==> src/hw/rtl/sha256_pkg.sv <==
// SHA-256 hasher package: payload structs, round constants, initial hash values.
// Used by every module of the hasher; no dependencies.
`timescale 1ns / 1ps
package sha256_pkg;

   localparam logic OP_APPEND = 1'b0;
   localparam logic OP_FINISH = 1'b1;

   typedef struct packed {
      logic       opcode;
      logic [7:0] data_byte;
   } req_type;

   typedef struct packed {
      logic [31:0] digest_word;
      logic [2:0]  word_index;
      logic        last_word;
   } rsp_type;

   function automatic logic [31:0] round_k(input logic [5:0] i);
      logic [31:0] k;
      unique case (i)
         6'd0: k = 32'h428a2f98;  6'd1: k = 32'h71374491;  6'd2: k = 32'hb5c0fbcf;
         6'd3: k = 32'he9b5dba5;  6'd4: k = 32'h3956c25b;  6'd5: k = 32'h59f111f1;
         6'd6: k = 32'h923f82a4;  6'd7: k = 32'hab1c5ed5;  6'd8: k = 32'hd807aa98;
         6'd9: k = 32'h12835b01;  6'd10: k = 32'h243185be; 6'd11: k = 32'h550c7dc3;
         6'd12: k = 32'h72be5d74; 6'd13: k = 32'h80deb1fe; 6'd14: k = 32'h9bdc06a7;
         6'd15: k = 32'hc19bf174; 6'd16: k = 32'he49b69c1; 6'd17: k = 32'hefbe4786;
         6'd18: k = 32'h0fc19dc6; 6'd19: k = 32'h240ca1cc; 6'd20: k = 32'h2de92c6f;
         6'd21: k = 32'h4a7484aa; 6'd22: k = 32'h5cb0a9dc; 6'd23: k = 32'h76f988da;
         6'd24: k = 32'h983e5152; 6'd25: k = 32'ha831c66d; 6'd26: k = 32'hb00327c8;
         6'd27: k = 32'hbf597fc7; 6'd28: k = 32'hc6e00bf3; 6'd29: k = 32'hd5a79147;
         6'd30: k = 32'h06ca6351; 6'd31: k = 32'h14292967; 6'd32: k = 32'h27b70a85;
         6'd33: k = 32'h2e1b2138; 6'd34: k = 32'h4d2c6dfc; 6'd35: k = 32'h53380d13;
         6'd36: k = 32'h650a7354; 6'd37: k = 32'h766a0abb; 6'd38: k = 32'h81c2c92e;
         6'd39: k = 32'h92722c85; 6'd40: k = 32'ha2bfe8a1; 6'd41: k = 32'ha81a664b;
         6'd42: k = 32'hc24b8b70; 6'd43: k = 32'hc76c51a3; 6'd44: k = 32'hd192e819;
         6'd45: k = 32'hd6990624; 6'd46: k = 32'hf40e3585; 6'd47: k = 32'h106aa070;
         6'd48: k = 32'h19a4c116; 6'd49: k = 32'h1e376c08; 6'd50: k = 32'h2748774c;
         6'd51: k = 32'h34b0bcb5; 6'd52: k = 32'h391c0cb3; 6'd53: k = 32'h4ed8aa4a;
         6'd54: k = 32'h5b9cca4f; 6'd55: k = 32'h682e6ff3; 6'd56: k = 32'h748f82ee;
         6'd57: k = 32'h78a5636f; 6'd58: k = 32'h84c87814; 6'd59: k = 32'h8cc70208;
         6'd60: k = 32'h90befffa; 6'd61: k = 32'ha4506ceb; 6'd62: k = 32'hbef9a3f7;
         default: k = 32'hc67178f2;
      endcase
      return k;
   endfunction

   function automatic logic [31:0] init_h(input logic [2:0] i);
      logic [31:0] h;
      unique case (i)
         3'd0: h = 32'h6a09e667; 3'd1: h = 32'hbb67ae85;
         3'd2: h = 32'h3c6ef372; 3'd3: h = 32'ha54ff53a;
         3'd4: h = 32'h510e527f; 3'd5: h = 32'h9b05688c;
         3'd6: h = 32'h1f83d9ab; default: h = 32'h5be0cd19;
      endcase
      return h;
   endfunction

   function automatic logic [31:0] rotr(input logic [31:0] v, input int n);
      return (v >> n) | (v << (32 - n));
   endfunction

endpackage

==> src/hw/rtl/sha256_core.sv <==
// SHA-256 compression core: one round per cycle, schedule words in a 16-word shift window.
// Block words are read from the caller's memory in the cycle before rounds 0..15 use them.
// Depends on sha256_pkg.
`timescale 1ns / 1ps
module sha256_core (
   input  logic         clock,
   input  logic         reset,
   input  logic         start,
   input  logic [31:0]  blk_word,
   input  logic [255:0] h_in,
   output logic [255:0] h_out,
   output logic         busy,
   output logic         done,
   output logic [3:0]   rd_addr
);

   typedef enum logic [1:0] {S_IDLE, S_ROUND, S_FINAL} state_type;

   state_type   state_ff, state_in;
   logic [5:0]  step_ff, step_in;
   logic [31:0] a_ff, b_ff, c_ff, d_ff, e_ff, f_ff, g_ff, h_ff;
   logic [31:0] w_cur;
   logic        done_ff;
   logic [255:0] res_ff;

   // Schedule window: win_ff[15] is the newest word, win_ff[0] the oldest.
   logic [31:0] win_ff [16];

   logic [31:0] s0, s1, t1, t2, wn;

   assign busy = (state_ff != S_IDLE);
   assign done = done_ff;
   assign h_out = res_ff;
   // Registered read in the caller: address the word for the next round.
   assign rd_addr = step_in[3:0];

   always_comb begin
      s0 = sha256_pkg::rotr(win_ff[1], 7) ^ sha256_pkg::rotr(win_ff[1], 18)
           ^ (win_ff[1] >> 3);
      s1 = sha256_pkg::rotr(win_ff[14], 17) ^ sha256_pkg::rotr(win_ff[14], 19)
           ^ (win_ff[14] >> 10);
      wn = win_ff[0] + s0 + win_ff[9] + s1;
      w_cur = (step_ff < 6'd16) ? blk_word : wn;
      t1 = h_ff + (sha256_pkg::rotr(e_ff, 6) ^ sha256_pkg::rotr(e_ff, 11)
           ^ sha256_pkg::rotr(e_ff, 25)) + ((e_ff & f_ff) ^ (~e_ff & g_ff))
           + sha256_pkg::round_k(step_ff) + w_cur;
      t2 = (sha256_pkg::rotr(a_ff, 2) ^ sha256_pkg::rotr(a_ff, 13)
           ^ sha256_pkg::rotr(a_ff, 22)) + ((a_ff & b_ff) ^ (a_ff & c_ff) ^ (b_ff & c_ff));
      state_in = state_ff;
      step_in = step_ff;
      unique case (state_ff)
         S_IDLE: if (start) begin
            state_in = S_ROUND;
            step_in = '0;
         end
         S_ROUND: begin
            step_in = step_ff + 6'd1;
            if (step_ff == 6'd63) state_in = S_FINAL;
         end
         S_FINAL: state_in = S_IDLE;
         default: state_in = S_IDLE;
      endcase
   end

   always_ff @(posedge clock) begin
      if (reset) begin
         state_ff <= S_IDLE;
         step_ff <= '0;
         done_ff <= 1'b0;
      end else begin
         state_ff <= state_in;
         step_ff <= step_in;
         done_ff <= (state_ff == S_FINAL);
      end
   end

   always_ff @(posedge clock) begin
      if (state_ff == S_IDLE && start) begin
         {a_ff, b_ff, c_ff, d_ff, e_ff, f_ff, g_ff, h_ff} <= h_in;
      end else if (state_ff == S_ROUND) begin
         h_ff <= g_ff; g_ff <= f_ff; f_ff <= e_ff; e_ff <= d_ff + t1;
         d_ff <= c_ff; c_ff <= b_ff; b_ff <= a_ff; a_ff <= t1 + t2;
         for (int i = 0; i < 15; i++) win_ff[i] <= win_ff[i+1];
         win_ff[15] <= w_cur;
      end
      if (state_ff == S_FINAL) begin
         res_ff <= {h_in[255:224] + a_ff, h_in[223:192] + b_ff, h_in[191:160] + c_ff,
                    h_in[159:128] + d_ff, h_in[127:96] + e_ff, h_in[95:64] + f_ff,
                    h_in[63:32] + g_ff, h_in[31:0] + h_ff};
      end
   end

`ifndef NO_ASSERTIONS
   a_done_pulse: assert property (@(posedge clock) disable iff (reset)
      done |=> !done) else $error("done held");
   a_final_then_done: assert property (@(posedge clock) disable iff (reset)
      state_ff == S_FINAL |=> done) else $error("done missing");
   a_no_start_busy: assert property (@(posedge clock) disable iff (reset)
      state_ff == S_ROUND && step_ff != 6'd63 |=> state_ff == S_ROUND) else $error("round exit");
`endif

endmodule

==> src/hw/rtl/sha256_message_hasher.sv <==
// SHA-256 message hasher, top level: block word memory, padding sequencer, digest output.
// Instantiates sha256_core; depends on sha256_pkg.
`timescale 1ns / 1ps
// Each append transaction writes one byte into the block; the 64th byte of a block starts
// a compression in the round core, during which req_ready is low. A finish transaction
// writes 0x80, then streams zero padding and the 64-bit length one byte per cycle up to
// the end of the block and compresses it; when the tail held 56 or more bytes, a second
// block of padding and length follows the first compression. After the last compression the
// eight digest words are offered on rsp_, one per accepted cycle.
module sha256_message_hasher (
   input  logic                 clock,
   input  logic                 reset,
   input  logic                 req_valid,
   output logic                 req_ready,
   input  sha256_pkg::req_type  req_data,
   output logic                 rsp_valid,
   input  logic                 rsp_ready,
   output sha256_pkg::rsp_type  rsp_data
);

   typedef enum logic [2:0] {S_IN, S_PAD, S_LEN, S_HASH, S_OUT} state_type;

   state_type    state_ff;
   logic [5:0]   fill_ff;
   logic [63:0]  count_ff, bits_ff;
   logic [255:0] hash_ff;
   logic         fin_ff;
   logic         len_ff;
   logic [2:0]   oidx_ff;
   logic [23:0]  part_ff;
   logic [31:0]  blk_mem [16];
   logic [31:0]  rd_ff;
   logic         core_start, core_busy, core_done;
   logic [255:0] core_h;
   logic [3:0]   rd_addr;
   logic         wr_en;
   logic [7:0]   wr_byte;
   logic         acc;

   assign acc = req_valid && req_ready;
   assign req_ready = (state_ff == S_IN);
   assign rsp_valid = (state_ff == S_OUT);
   assign rsp_data.digest_word = hash_ff[255 - 32*oidx_ff -: 32];
   assign rsp_data.word_index = oidx_ff;
   assign rsp_data.last_word = (oidx_ff == 3'd7);

   always_comb begin
      wr_en = 1'b0;
      wr_byte = 8'h00;
      unique case (state_ff)
         S_IN: begin
            wr_en = acc;
            wr_byte = (req_data.opcode == sha256_pkg::OP_APPEND) ? req_data.data_byte : 8'h80;
         end
         S_PAD: wr_en = 1'b1;
         S_LEN: begin
            wr_en = 1'b1;
            wr_byte = bits_ff[63:56];
         end
         default: ;
      endcase
   end

   assign core_start = wr_en && (fill_ff == 6'd63);

   sha256_core u_core (
      .clock(clock), .reset(reset), .start(core_start), .blk_word(rd_ff),
      .h_in(hash_ff), .h_out(core_h), .busy(core_busy), .done(core_done),
      .rd_addr(rd_addr)
   );

   // Bytes gather big-endian into a word; the fourth byte writes the whole word.
   always_ff @(posedge clock) begin
      if (wr_en) begin
         part_ff <= {part_ff[15:0], wr_byte};
         if (fill_ff[1:0] == 2'd3) blk_mem[fill_ff[5:2]] <= {part_ff, wr_byte};
      end
      rd_ff <= blk_mem[rd_addr];
   end

   always_ff @(posedge clock) begin
      if (reset) begin
         state_ff <= S_IN;
         fill_ff <= '0;
         count_ff <= '0;
         bits_ff <= '0;
         fin_ff <= 1'b0;
         len_ff <= 1'b0;
         oidx_ff <= '0;
         for (int i = 0; i < 8; i++) hash_ff[255 - 32*i -: 32] <= sha256_pkg::init_h(3'(i));
      end else begin
         if (wr_en) fill_ff <= fill_ff + 6'd1;
         unique case (state_ff)
            S_IN: if (acc) begin
               if (req_data.opcode == sha256_pkg::OP_APPEND) begin
                  count_ff <= count_ff + 64'd1;
                  if (fill_ff == 6'd63) state_ff <= S_HASH;
               end else begin
                  bits_ff <= {count_ff[60:0], 3'b000};
                  fin_ff <= 1'b1;
                  if (fill_ff == 6'd63) state_ff <= S_HASH;
                  else if (fill_ff == 6'd55) state_ff <= S_LEN;
                  else state_ff <= S_PAD;
               end
            end
            S_PAD: begin
               if (fill_ff == 6'd63) state_ff <= S_HASH;
               else if (fill_ff == 6'd55) state_ff <= S_LEN;
            end
            S_LEN: begin
               bits_ff <= {bits_ff[55:0], 8'h00};
               len_ff <= 1'b1;
               if (fill_ff == 6'd63) state_ff <= S_HASH;
            end
            S_HASH: if (core_done) begin
               hash_ff <= core_h;
               if (!fin_ff) state_ff <= S_IN;
               else if (len_ff) state_ff <= S_OUT;
               else state_ff <= S_PAD;
            end
            S_OUT: if (rsp_ready) begin
               oidx_ff <= oidx_ff + 3'd1;
               if (oidx_ff == 3'd7) begin
                  state_ff <= S_IN;
                  count_ff <= '0;
                  fin_ff <= 1'b0;
                  len_ff <= 1'b0;
                  for (int i = 0; i < 8; i++)
                     hash_ff[255 - 32*i -: 32] <= sha256_pkg::init_h(3'(i));
               end
            end
            default: state_ff <= S_IN;
         endcase
      end
   end

`ifndef NO_ASSERTIONS
   a_ready_out: assert property (@(posedge clock) disable iff (reset)
      !(req_ready && rsp_valid)) else $error("ready during output");
   a_core_idle_in: assert property (@(posedge clock) disable iff (reset)
      req_ready |-> !core_busy) else $error("core busy while accepting");
   a_last_seven: assert property (@(posedge clock) disable iff (reset)
      rsp_valid && rsp_ready && rsp_data.last_word |=> req_ready) else $error("no return");
`endif

endmodule
==> config.mk <==
export PLATFORM = sky130hd
export DESIGN_NAME = sha256_message_hasher
export DESIGN_NICKNAME = d
export VERILOG_FILES = /design/src/hw/rtl/sha256_pkg.sv /design/src/hw/rtl/sha256_core.sv /design/src/hw/rtl/sha256_message_hasher.sv
export SDC_FILE = /design/constraint.sdc
export NUM_CORES = 2
export LEC_CHECK = 0
export BUFFER_PORTS_ARGS = -buffer_cell sky130_fd_sc_hd__buf_2
export CORE_MARGIN = 2
export CORE_UTILIZATION = 64
export DETAILED_ROUTE_END_ITERATION = 16
export PLACE_DENSITY_LB_ADDON = 0.2
export SLEW_MARGIN = 20
export SYNTH_ARGS = -nofsm -noshare
export SYNTH_HDL_FRONTEND = slang
export SYNTH_SLANG_ARGS = --single-unit
==> constraint.sdc <==
create_clock -name clock -period 15.95 [get_ports clock]
set_input_delay 0.7975 -clock clock [delete_from_list [all_inputs] [get_ports clock]]
set_output_delay 0.7975 -clock clock [all_outputs]
set_load 0.01 [all_outputs]
==> flow_summary.yaml <==
grt:
  grt_antenna_before_repair: 8
  grt_max_degree: 211
  overflow: 0
  grt_pass1_wl_mm: 418.4
  grt_usage_pct: 35.31
  grt_pass1_vias: 65330
clock_network:
  cts_setup_buffers: 0
  tritoncts: "done"
  cts_made_buffers: 199
  root_buffer: "clkbuf_16"
  cts_hold_buf: 0
  ctsResizeCount: 0
  clk_pin_slew_ns: 0.06
  cts_max_path_buffers: 3
  clock_latency_ns: 0.89
  cts_num_sinks: 1993
  htreeDepth: 4
route:
  routedWlPerCell_microns: 26.37
  dr_wl_met3_mm: 27.54
  drtPass1Iterations: 6
  ant_nets: 0
  drc: 0
  topRoutingLayerUsed: "met5"
  wl_met2_mm: 124.6
  wl_met1_mm: 117.2
  via_per_inst: 6.390
  routed_wl_mm: 280.4
  via_count: 67940
  dr.first_iter.drc_count: 8215
finish:
  fin_util_pct: 70.03
  drive_gt1_share_pct: 9.146
  layout.nets: 9014
  area_growth_pct: 8.940
yosys:
  synth_top_area_cell: "edfxtp_1"
  ys_types: 97
  synth_top_area_share_pct: 46.76
  ys_seq_area_share_pct: 55.42
  yosys-top-cells-area: "edfxtp_1 (47%), dfxtp_1 (8.7%), ha_1 (5.1%)"
  ys_warn_count: 0
  synth_seq_cells: 1993
  async_reset_ff_share_pct: 0
  ys.flop_type: "edfxtp_1"
  syn_area_sq_um: 100200
  postSynthAreaPerCell_sq_um: 11.82
  synth-edff-count: 1560
  synth_common_cells: "edfxtp_1 (1560), nand2_1 (1147), nor2_1 (576)"
  synth.most_common_cell: "edfxtp_1"
  syn-num-nets: 9090
  netlist_instances: 8475
die:
  die_w_microns: 399.6
  initial_utilization_pct: 64.28
  die_h_microns: 399.6
  die-area_sq_um: 159700
  num_rows: 145
  io_pins: 51
  core_area_sq_um: 155800
sta:
  min_period_ns: 10.39
  tns_ns: 0
  hold_viol_final: 0
  fmax_ghz: 0.09621
  setup_ws_ns: 5.556
  skew_ns: 0.05204
  worst_pin_slew_ns: 1.191
  report.final.slew_viol_count: 0
  finalCritPeriodShare_pct: 65.17
  setup_viol: 0
  slew_headroom_pct: 20.60
  rsz0062_at_grt: "false"
power_and_ir_drop:
  pwr-share-seq_pct: 51.8
  p_per_area_nw_per_um2: 101.0
  pwr-share-clk_pct: 44.2
  p_total_w: 0.01102
  combPwrFrac_pct: 4.0
  swShare_pct: 21.72
  power.static_leakage_nw: 40.72
  ir_drop_mv: 0.1410
  p_int_w: 0.008629
  p_switching_w: 0.002394
worst_setup_path:
  crit_required_ns: 16.51
  end_kind: "flip-flop"
  critPathSlowestCell: "edfxtp_1"
  critPathKind: "reg -> reg"
  critPathLaunchType: "flip-flop"
  cp.arrival_ns: 10.96
  critPathMaxStageDelay_ns: 0.49
  worst-path-max-fanout: 5
outcome:
  outcome: "complete, no violations"
flow_run:
  drv_cap: 0
placement:
  post-dp-hpwl_mm: 186.4
  io_buffers: 50
  gp_congestion: 0.9905
  dp_worst_setup_slack_ns: 5.706
worst_hold_path:
  hold_path_class: "in -> reg"
[critical path, delay by kind of cell (launching register included)]
family          cells  cell delay, ns
compound gates     19            3.39
xor+xnor            5            1.02
fa+ha+maj           9            3.78
buf+inv             3            0.16
flops               1            0.49
mux                 1            0.36
simple gates        4            0.89
[layout by cell type (no fill, tap or decap), drive strengths merged, types with 49 or more instances in the layout]
cell	instances
and2	57
fa	197
xnor2	414
xor2	207
ha	405
a21oi	485
o21bai	180
a21o	173
edfxtp	1560
clkbuf	262
nand2b	49
mux4	196
clkinv	77
a31oi	68
inv	421
nand2	1147
nor2b	53
nor2	578
a311oi	63
dfxtp	433
o21a	64
nor3	217
buf	141
a211oi	73
nand3	212
o21ai	300
[kinds of logic (layout without fill, tap and decap cells)]
kind of cell | Yosys count | in the layout | synth area share (%)
fa+ha+maj | 620 | 620 | 9.175
compound gates | 1630 | 1630 | 10.51
buf+inv | 835 | 932 | 3.271
mux | 280 | 280 | 5.297
other cells | 0 | 3 | 0
xor+xnor | 623 | 623 | 5.476
flops | 1993 | 1993 | 55.42
simple gates | 2494 | 2494 | 10.85
[power groups by stage]
stage / clock, W / sequential [W] / combinational [W]
2_1_floorplan: 0 / 0.00579 / 0.000321
3_3_place_gp: 0 / 0.00581 / 0.000415
3_5_place_dp: 0 / 0.00582 / 0.000426
4_1_cts: 0.00493 / 0.00571 / 0.000430
5_1_grt: 0.00512 / 0.00571 / 0.000482
6_report: 0.00488 / 0.00571 / 0.000436
[state kept, by name, indices dropped and copies added (netlist names), 24 cells and up]
name           flops
u_core.h_ff       32
u_core.h_out     256
u_core.g_ff       32
u_core.f_ff       32
rd_ff             32
part_ff           24
u_core.d_ff       32
u_core.a_ff       32
count_ff          61
bits_ff           61
u_core.c_ff       32
u_core.b_ff       32
u_core.win_ff    512
hash_ff          256
u_core.e_ff       32
blk_mem          512
[metal layers]
layer  vias up  global-route usage [%]
met3       532                   6.980
met2      3338                   52.71
li1      30370                       -
met4         4                   13.06
met5         -                       0
met1     33700                   51.60
[path summary, 6_finish.rpt]
path | from | endpoint | slack, ns | depth (start not counted)
max | u_core.win_ff[1][212] | u_core.a_ff[28] | 5.56 | 41
min | req_valid | fin_ff | 0.23 | 3
max reg2reg | u_core.win_ff[1][212] | u_core.a_ff[28] | 5.56 | 41
min reg2reg | u_core.win_ff[1][106] | u_core.win_ff[1][74] | 0.40 | 0
[through the flow]
| stage | std cells | hold WS (ns) | instance area, sq um |
|---|---|---|---|
| 2_1_floorplan | 8475 | 0.4003 | 100200 |
| 3_3_place_gp | 10260 | 0.4003 | 102300 |
| 3_5_place_dp | 10260 | 0.4045 | 102300 |
| 4_1_cts | 10630 | 0.1676 | 109100 |
| 5_1_grt | 10630 | 0.2496 | 109100 |
| 6_report | 10630 | 0.2255 | 109100 |
[layout make-up]
cell class	instances	area (sq um)
clock buffer	262	5509
sequential	1993	55530
clock inverter	112	1318
timing repair buffer	141	1018
tap	2058	2575
fill	10800	46710
inverter	417	1585
antenna	3	7.507
multi-input combinational	5647	41590
Note: power is estimated with default switching activity, not from simulation.
